**src/fdq_pkg.sv**
```systemverilog
`timescale 1ns / 1ps
// ----------------------------------------------------------------------------
// fdq_pkg
// Shared types and constants for the frame admission queue with
// duplicate suppression and deferred flush.
// ----------------------------------------------------------------------------
package fdq_pkg;

  // Default number of ring slots (the queue holds at most DEPTH-1 frames)
  localparam int DepthDefault = 16;

  // Width of the free-running head, tail and flush counters
  localparam int CntW = 16;

  // Value of the last accepted seq/cmd pair after reset
  localparam logic [7:0] LastInit = 8'hFF;

  // Item kinds
  localparam logic KindReceive = 1'b0;
  localparam logic KindProcess = 1'b1;

  // Configuration register indexes
  localparam logic CfgQueueMode   = 1'b0;
  localparam logic CfgResetOpcode = 1'b1;

  typedef enum logic [2:0] {
    StDup        = 3'd0,
    StInline     = 3'd1,
    StQueued     = 3'd2,
    StDropped    = 3'd3,
    StDispatched = 3'd4,
    StEmpty      = 3'd5
  } status_t;

  typedef struct packed {
    logic        kind;
    logic [7:0]  seq;
    logic [7:0]  cmd;
    logic [63:0] payload;
  } item_t;

  typedef struct packed {
    status_t     status;
    logic [7:0]  out_seq;
    logic [7:0]  out_cmd;
    logic [63:0] out_payload;
    logic        flush_applied;
    logic [3:0]  queue_count;
  } result_t;

endpackage

```
**src/frame_dedup_queue_with_flush.sv**
```systemverilog
`timescale 1ns / 1ps
// ----------------------------------------------------------------------------
// frame_dedup_queue_with_flush
// Command frame admission queue: duplicate suppression, inline dispatch,
// bounded ring FIFO and a deferred flush on reset commands.
// ----------------------------------------------------------------------------
// Usage: the block takes one request in every clock cycle (busy is always
// low) and returns exactly one result for each request, on the result port
// with done high for a single cycle, in the cycle after the request was taken.
// The receiver cannot stall, and none is needed: each request is settled by
// its compares and at most one ring memory write or read in the cycle it
// arrives, and the ring read data register feeds the result in the next cycle.
// The ring memory is not cleared after reset; only its head, tail and flush
// counters are. Configuration writes are taken at any edge with cfg_wr_en
// high, and must only be issued while no request is in flight.
// ----------------------------------------------------------------------------
module frame_dedup_queue_with_flush #(
  parameter int DEPTH = fdq_pkg::DepthDefault
) (
  input  logic            clk,
  input  logic            rst,
  // request side
  input  logic            start,
  output logic            busy,
  input  fdq_pkg::item_t  item,
  // result side
  output logic            done,
  output fdq_pkg::result_t result,
  // configuration write port
  input  logic            cfg_wr_en,
  input  logic            cfg_index,
  input  logic [7:0]      cfg_data
);

  localparam int SlotW = (DEPTH > 1) ? $clog2(DEPTH) : 1;
  localparam int CntW  = fdq_pkg::CntW;
  localparam logic [CntW-1:0]  DepthCnt = CntW'(DEPTH);
  localparam logic [CntW-1:0]  FullCnt  = CntW'(DEPTH - 1);
  localparam logic [SlotW-1:0] LastSlot = SlotW'(DEPTH - 1);
  localparam logic [CntW-1:0]  CntMax   = {CntW{1'b1}};

  // --------------------------------------------------------------------------
  // Configuration registers
  // --------------------------------------------------------------------------
  logic       queue_mode;
  logic [7:0] reset_opcode;

  always_ff @(posedge clk) begin
    if (rst) begin
      queue_mode   <= 1'b0;
      reset_opcode <= 8'd0;
    end else if (cfg_wr_en) begin
      case (cfg_index)
        fdq_pkg::CfgQueueMode:   queue_mode   <= cfg_data[0];
        fdq_pkg::CfgResetOpcode: reset_opcode <= cfg_data;
        default: ;
      endcase
    end
  end

  // --------------------------------------------------------------------------
  // Queue state. Each counter carries its slot (counter mod DEPTH) alongside,
  // advanced incrementally and forced to zero when the counter wraps.
  // --------------------------------------------------------------------------
  logic [7:0]      last_seq_seen, last_seq_seen_next;
  logic [7:0]      last_cmd_seen, last_cmd_seen_next;
  logic [CntW-1:0] head_count, head_count_next;
  logic [CntW-1:0] tail_count, tail_count_next;
  logic [CntW-1:0] flush_point, flush_point_next;
  logic            flush_pending, flush_pending_next;
  logic [SlotW-1:0] head_slot, head_slot_next;
  logic [SlotW-1:0] tail_slot, tail_slot_next;
  logic [SlotW-1:0] flush_slot, flush_slot_next;

  // Ring memory: body word and header (seq, cmd)
  logic [63:0] frame_store  [DEPTH];
  logic [15:0] header_store [DEPTH];
  logic [63:0] rd_frame;
  logic [15:0] rd_header;

  // Per-request decisions
  logic            accept;
  logic            is_dup;
  logic            is_reset;
  logic            queue_empty;
  logic [CntW-1:0] held;
  logic            flush_ok;
  logic            applied;
  logic [CntW-1:0] tail_eff;
  logic [SlotW-1:0] slot_eff;
  logic            wr_en;
  logic            rd_en;
  fdq_pkg::status_t status_next;
  logic            inline_next;

  // Result register
  logic             res_from_queue;
  logic             res_inline;
  fdq_pkg::status_t res_status;
  logic             res_applied;
  logic [3:0]       res_count;
  logic [7:0]       res_seq;
  logic [7:0]       res_cmd;
  logic [63:0]      res_payload;

  assign busy   = 1'b0;
  assign accept = start & ~busy;

  function automatic logic [SlotW-1:0] slot_inc(input logic [SlotW-1:0] slot,
                                                input logic [CntW-1:0]  cnt);
    logic [SlotW-1:0] nxt;
    nxt = (slot == LastSlot) ? '0 : slot + SlotW'(1);
    if (cnt == CntMax) begin
      nxt = '0;
    end
    return nxt;
  endfunction

  always_comb begin
    is_dup      = (item.seq == last_seq_seen) && (item.cmd == last_cmd_seen);
    is_reset    = (item.cmd == reset_opcode);
    queue_empty = (tail_count == head_count);
    held        = head_count - tail_count;
    flush_ok    = (CntW'(flush_point - tail_count) < DepthCnt);
    applied     = flush_pending & flush_ok;
    // tail after a pending flush that is in range, used by a process request
    tail_eff    = applied ? flush_point : tail_count;
    slot_eff    = applied ? flush_slot  : tail_slot;
  end

  always_comb begin
    last_seq_seen_next = last_seq_seen;
    last_cmd_seen_next = last_cmd_seen;
    head_count_next    = head_count;
    tail_count_next    = tail_count;
    flush_point_next   = flush_point;
    flush_pending_next = flush_pending;
    head_slot_next     = head_slot;
    tail_slot_next     = tail_slot;
    flush_slot_next    = flush_slot;
    wr_en              = 1'b0;
    rd_en              = 1'b0;
    inline_next        = 1'b0;
    status_next        = fdq_pkg::StDup;

    if (item.kind == fdq_pkg::KindReceive) begin
      if (is_dup) begin
        status_next = fdq_pkg::StDup;
      end else begin
        // record the current head as the flush point
        if (is_reset) begin
          flush_point_next   = head_count;
          flush_slot_next    = head_slot;
          flush_pending_next = 1'b1;
        end
        if (is_reset || (queue_mode && queue_empty)) begin
          status_next        = fdq_pkg::StInline;
          inline_next        = 1'b1;
          last_seq_seen_next = item.seq;
          last_cmd_seen_next = item.cmd;
        end else if (held >= FullCnt) begin
          status_next = fdq_pkg::StDropped;
        end else begin
          status_next        = fdq_pkg::StQueued;
          wr_en              = 1'b1;
          head_count_next    = head_count + CntW'(1);
          head_slot_next     = slot_inc(head_slot, head_count);
          last_seq_seen_next = item.seq;
          last_cmd_seen_next = item.cmd;
        end
      end
    end else begin
      // drop the pending flush whether or not it moves the tail
      flush_pending_next = 1'b0;
      tail_count_next    = tail_eff;
      tail_slot_next     = slot_eff;
      if (tail_eff == head_count) begin
        status_next = fdq_pkg::StEmpty;
      end else begin
        status_next     = fdq_pkg::StDispatched;
        rd_en           = 1'b1;
        tail_count_next = tail_eff + CntW'(1);
        tail_slot_next  = slot_inc(slot_eff, tail_eff);
      end
    end
  end

  always_ff @(posedge clk) begin
    if (rst) begin
      last_seq_seen <= fdq_pkg::LastInit;
      last_cmd_seen <= fdq_pkg::LastInit;
      head_count    <= '0;
      tail_count    <= '0;
      flush_point   <= '0;
      flush_pending <= 1'b0;
      head_slot     <= '0;
      tail_slot     <= '0;
      flush_slot    <= '0;
    end else if (accept) begin
      last_seq_seen <= last_seq_seen_next;
      last_cmd_seen <= last_cmd_seen_next;
      head_count    <= head_count_next;
      tail_count    <= tail_count_next;
      flush_point   <= flush_point_next;
      flush_pending <= flush_pending_next;
      head_slot     <= head_slot_next;
      tail_slot     <= tail_slot_next;
      flush_slot    <= flush_slot_next;
    end
  end

  // Ring memory write at the head, registered read at the (flushed) tail
  always_ff @(posedge clk) begin
    if (accept && wr_en) begin
      frame_store[head_slot]  <= item.payload;
      header_store[head_slot] <= {item.seq, item.cmd};
    end
  end

  always_ff @(posedge clk) begin
    if (accept && rd_en) begin
      rd_frame  <= frame_store[slot_eff];
      rd_header <= header_store[slot_eff];
    end
  end

  // --------------------------------------------------------------------------
  // Result register: done and source flags reset, other fields hold
  // --------------------------------------------------------------------------
  always_ff @(posedge clk) begin
    if (rst) begin
      done           <= 1'b0;
      res_from_queue <= 1'b0;
      res_inline     <= 1'b0;
    end else begin
      done           <= accept;
      res_from_queue <= accept & rd_en;
      res_inline     <= accept & inline_next;
    end
  end

  always_ff @(posedge clk) begin
    if (accept) begin
      res_status  <= status_next;
      res_applied <= (item.kind == fdq_pkg::KindProcess) & applied;
      res_count   <= 4'(head_count_next - tail_count_next);
      res_seq     <= item.seq;
      res_cmd     <= item.cmd;
      res_payload <= item.payload;
    end
  end

  // Select the dispatched frame: from the ring read register or the request, else zero
  always_comb begin
    result.status        = res_status;
    result.flush_applied = res_applied;
    result.queue_count   = res_count;
    if (res_from_queue) begin
      result.out_seq     = rd_header[15:8];
      result.out_cmd     = rd_header[7:0];
      result.out_payload = rd_frame;
    end else if (res_inline) begin
      result.out_seq     = res_seq;
      result.out_cmd     = res_cmd;
      result.out_payload = res_payload;
    end else begin
      result.out_seq     = 8'd0;
      result.out_cmd     = 8'd0;
      result.out_payload = 64'd0;
    end
  end

endmodule
```
**config.mk**
```make
export PLATFORM = sky130hd
export DESIGN_NAME = frame_dedup_queue_with_flush
export DESIGN_NICKNAME = d
export VERILOG_FILES = /design/src/fdq_pkg.sv /design/src/frame_dedup_queue_with_flush.sv
export SDC_FILE = /design/constraint.sdc
export NUM_CORES = 2
export LEC_CHECK = 0
export BUFFER_PORTS_ARGS = -buffer_cell sky130_fd_sc_hd__buf_2
export CORE_ASPECT_RATIO = 1.5
export CORE_UTILIZATION = 35
export CTS_CLUSTER_DIAMETER = 50
export DETAILED_ROUTE_END_ITERATION = 16
export PLACE_DENSITY_LB_ADDON = 0.1
export SYNTH_ARGS = -nofsm -noshare
export SYNTH_HDL_FRONTEND = slang
export SYNTH_SLANG_ARGS = --single-unit
```
**constraint.sdc**
```tcl
create_clock -name clk -period 12.85 [get_ports clk]
set_clock_uncertainty 0.15 [all_clocks]
set_input_delay 3.2125 -clock clk [delete_from_list [all_inputs] [get_ports clk]]
set_output_delay 3.2125 -clock clk [all_outputs]
set_load 0.005 [all_outputs]
```
==> key figures <==
STA
  – Unrepaired setup endpoints after global routing: no
  – Slew headroom: 18.58%
  – Fmax: 129.4 MHz
  – Final TNS setup: 0 ns
  – Fin Hold WS: 0.3258 ns
  – Final hold viol count: 0
  – Worst-Margin Slew: 1.221 ns
  – Final Max Tran Viols: 0
  – Final worst-path cycle share: 60.14%
  – Minimum clock period: 7.728 ns
  – # setup viols final: 0

Cells and area
  – Design area: 71890 sq um
  – Util after Layout: 40.16%
  – Final #Nets: 4823
  – Fraction of layout cells with a size suffix above 1: 11.51%
  – Syn-to-layout area delta: 13.69%

Floorplanning
  – Die Area: 182400 sq um
  – Core Area: 179000 sq um
  – Die Ht: 522.6 um
  – Cell row count: 190
  – Initial Utilization: 35.32%
  – # IOs: 184
  – Die Wd: 349.1 um

Yosys
  – Avg Synthesized Cell Area: 13.70 sq um
  – Post-Syn Nets: 4751
  – Ys flop type: edfxtp_1
  – Netlist cell types: 84
  – Register area share after synthesis: 71.58%
  – EDFF count, synth: 1448
  – Post-Synthesis Cells: 4616
  – Synthesized area: 63230 sq um
  – Asr flop ratio synth: 0%
  – Flops & latches, synth: 1537
  – Synth Warn #: 0

Worst setup path
  – Critical Path Most Common Cell: buf_4
  – CP top delay family: simple AND/OR/NAND/NOR gates
  – CP Launch Type: input pin
  – Critical path cell sequence: buf_2, xnor2_1, nand4_1, nor2_1, a21oi_1, and2_1, nand4_1, nor2_1, buf_4, nand2_1, nor2_4, buf_4, buf_4
  – Crit-path max cell delay: 0.86 ns
  – Kind of critical path: input pin to flip-flop
  – Slowest CP cell: nor2_4
  – Critical path origin: item[64]
  – WP buf/inv: 4
  – Req. time, crit path: 13.14 ns
  – CP max FO: 36
  – Worst r2r src: tail_count[1]
  – Worst EP arrival: 8.02 ns
  – CP endpoint kind: flip-flop

Global route
  – GRT met2 Usage: 37.35%
  – Largest net degree at the start of global routing: 150
  – Remaining global-route overflow: 0
  – Met1 Resource Use GR: 27.01%
  – Wire length of the first global-routing pass: 283.5 mm
  – Gr usage total: 21.12%
  – Most Crowded Layer GR: met2
  – M3 GR Usage: 2.622%
  – Initial antenna violation count: 12
  – Number of global-route vias before repair: 40270

Drt
  – Final wirelength: 194.7 mm
  – Avg WL per Cell: 26.95 um
  – Final ANT Viol Nets: 0
  – Pre-Repair DR Iteration Count: 6
  – Drt drc: 0
  – DR vias: 40130
  – DR iter-0 viols: 2754
  – Vias/cell: 5.554

Power and ir drop
  – Switching pwr: 2553 uW
  – Int Power: 8297 uW
  – Sw frac: 23.53%
  – Static leakage: 0.02378 uW
  – Peak supply drop: 133.0 uV
  – Combinational cell fraction of total power: 6.3%
  – Cell Pwr Density: 150.9 nW/um^2
  – Seq pwr share: 51.3%
  – Total power: 10850 uW
  – Part of the power in the clock network: 42.4%

Clocking
  – CTS root buf: clkbuf_16
  – Clock-pin slew on the worst setup and hold paths: 0.06 ns
  – Post-CTS resize count: 0
  – Clock buffer depth: 3
  – Hold_buf cts: 0
  – Worst skew pair latency: 0.81 ns
  – TritonCTS clock tree: built
  – CTS Buf Count: 166
  – CTS Sinks: 1537
  – Setup Buffers After CTS: 0
  – H-tree depth: 4

Placement
  – Number of port buffers: 182
  – Placement Cell Area: 66700 sq um
  – GPL Wtd Cong: 0.8670
  – HPWL Detailed: 105.2 mm

Flow run
  – Max-cap violations: 0

Min path
  – Hold crit path type: flip-flop to flip-flop
  – HP Start: reset_opcode[7]

Run status
  – Status: complete, no violations
-- power groups by stage --
stage / logic [uW] / clock network, uW / registers (uW)
floorplan: 390 / 0 / 5670
global placement: 693 / 0 / 5670
detailed placement: 694 / 0 / 5670
CTS: 696 / 4730 / 5560
global route: 745 / 4900 / 5570
finish: 681 / 4610 / 5560
-- kinds of logic after synthesis --
kind of cell             Yosys count  synth area share [%]
AND/OR/NAND/NOR                 1300                 9.688
buffers and inverters            420                 2.602
XOR/XNOR                          78                 1.080
AO/OA/AOI/OAI                   1202                 13.61
adder cells (fa/ha/maj)           41                0.8350
flip-flops                      1537                 71.58
multiplexers                      37                0.5976
other                              1              0.005930
-- through the flow --
| step | worst slack (ns) | cells |
|---|---|---|
| 2_1_floorplan | 1.808 | 4616 |
| 3_3_place_gp | 4.240 | 6920 |
| 3_5_place_dp | 4.228 | 6920 |
| 4_1_cts | 5.080 | 7220 |
| 5_1_grt | 4.714 | 7222 |
| 6_report | 5.122 | 7225 |
-- final cells by class --
type / count / area [sq um]
Antenna cell: 5 / 12.51
Clock buffer: 203 / 4335
Clock inverter: 97 / 844.6
Fill cell: 16680 / 107100
Inverter: 48 / 195.2
Multi-Input combinational cell: 2659 / 16520
Sequential cell: 1537 / 45270
Tap cell: 2400 / 3003
Timing Repair Buffer: 276 / 1713
-- state kept, by name, summed over array words and instances (netlist names), 16 cells and up --
register,count
res_payload,64
header_store,256
frame_store,1024
tail_count,16
head_count,16
rd_frame,64
rd_header,16
flush_point,16
-- cells in the mapped netlist (3+ instances only) --
| master | number | share of area, % |
|---|---|---|
| a2111oi_0 | 4 | 0.055 |
| a2111oi_1 | 3 | 0.047 |
| a211o_1 | 19 | 0.26 |
| a211oi_1 | 412 | 4.9 |
| a21o_1 | 10 | 0.12 |
| a21oi_1 | 226 | 1.8 |
| a22o_1 | 81 | 1.1 |
| a22oi_1 | 5 | 0.059 |
| a311oi_1 | 163 | 2.3 |
| a31oi_1 | 172 | 1.7 |
| and2_1 | 7 | 0.069 |
| and3_1 | 328 | 3.2 |
| and4_1 | 3 | 0.042 |
| buf_1 | 21 | 0.12 |
| buf_2 | 31 | 0.25 |
| buf_4 | 6 | 0.071 |
| clkbuf_1 | 313 | 1.9 |
| dfxtp_1 | 89 | 2.8 |
| edfxtp_1 | 1448 | 69 |
| ha_1 | 39 | 0.77 |
| inv_1 | 46 | 0.27 |
| mux2_2 | 6 | 0.11 |
| mux2i_1 | 31 | 0.49 |
| nand2_1 | 691 | 4.1 |
| nand2b_1 | 7 | 0.069 |
| nand3_1 | 28 | 0.22 |
| nand3b_1 | 5 | 0.059 |
| nand4_1 | 27 | 0.27 |
| nor2_1 | 106 | 0.63 |
| nor2b_1 | 23 | 0.23 |
| nor3_1 | 34 | 0.27 |
| nor4_1 | 14 | 0.14 |
| o211ai_1 | 4 | 0.047 |
| o21a_1 | 16 | 0.19 |
| o21ai_0 | 27 | 0.21 |
| o21ai_1 | 8 | 0.063 |
| o221ai_1 | 3 | 0.042 |
| o22ai_1 | 9 | 0.089 |
| o41ai_1 | 3 | 0.042 |
| or3_1 | 11 | 0.11 |
| or4_1 | 4 | 0.047 |
| xnor2_1 | 53 | 0.73 |
| xor2_1 | 25 | 0.35 |
-- layout by cell type, fill, tap and decap left out, drive strengths merged, types with 19 or more instances in the layout --
cell type,Yosys,routed
a211o,19,19
a211oi,412,412
a21oi,228,228
a22o,81,81
a311oi,164,164
a31oi,173,173
and3,328,328
buf,59,276
clkbuf,313,203
clkinv,0,69
dfxtp,89,89
edfxtp,1448,1448
ha,39,39
inv,48,64
mux2i,31,31
nand2,691,691
nand3,28,28
nand4,27,27
nor2,107,107
nor2b,23,23
nor3,36,36
o21ai,37,37
xnor2,53,53
xor2,25,25
-- worst reg2reg max path: stages, from the launching register on --
cell       delay [ns]
dfxtp_1          0.57
inv_1            0.14
ha_1             0.35
a2111oi_1        0.46
nor2_1           0.13
mux2i_1          0.15
a2111oi_1        0.54
or4b_4           0.67
o21ai_4          0.19
buf_4            0.53
and2_4           0.56
buf_4            0.78
buf_4            0.77
buf_4            0.66
nand2_1          0.17
a311oi_1         0.32
a21oi_1          0.12
a21oi_1          0.20
-- routing by layer --
metal,up-vias,part of all wire (%)
met3,290,3.5
met4,0,2.6
met1,20670,43
li1,18200,-
met2,969,51
met5,-,0
-- worst paths after layout --
path	endpoint	slack (ns)	cells after the start
min reg2reg	reset_opcode[7]	0.33	2
max reg2reg	rd_frame[14]	5.26	17
max	header_store[8][8]	5.12	13
min	reset_opcode[7]	0.33	2
Power figures use the tool's default switching activity.
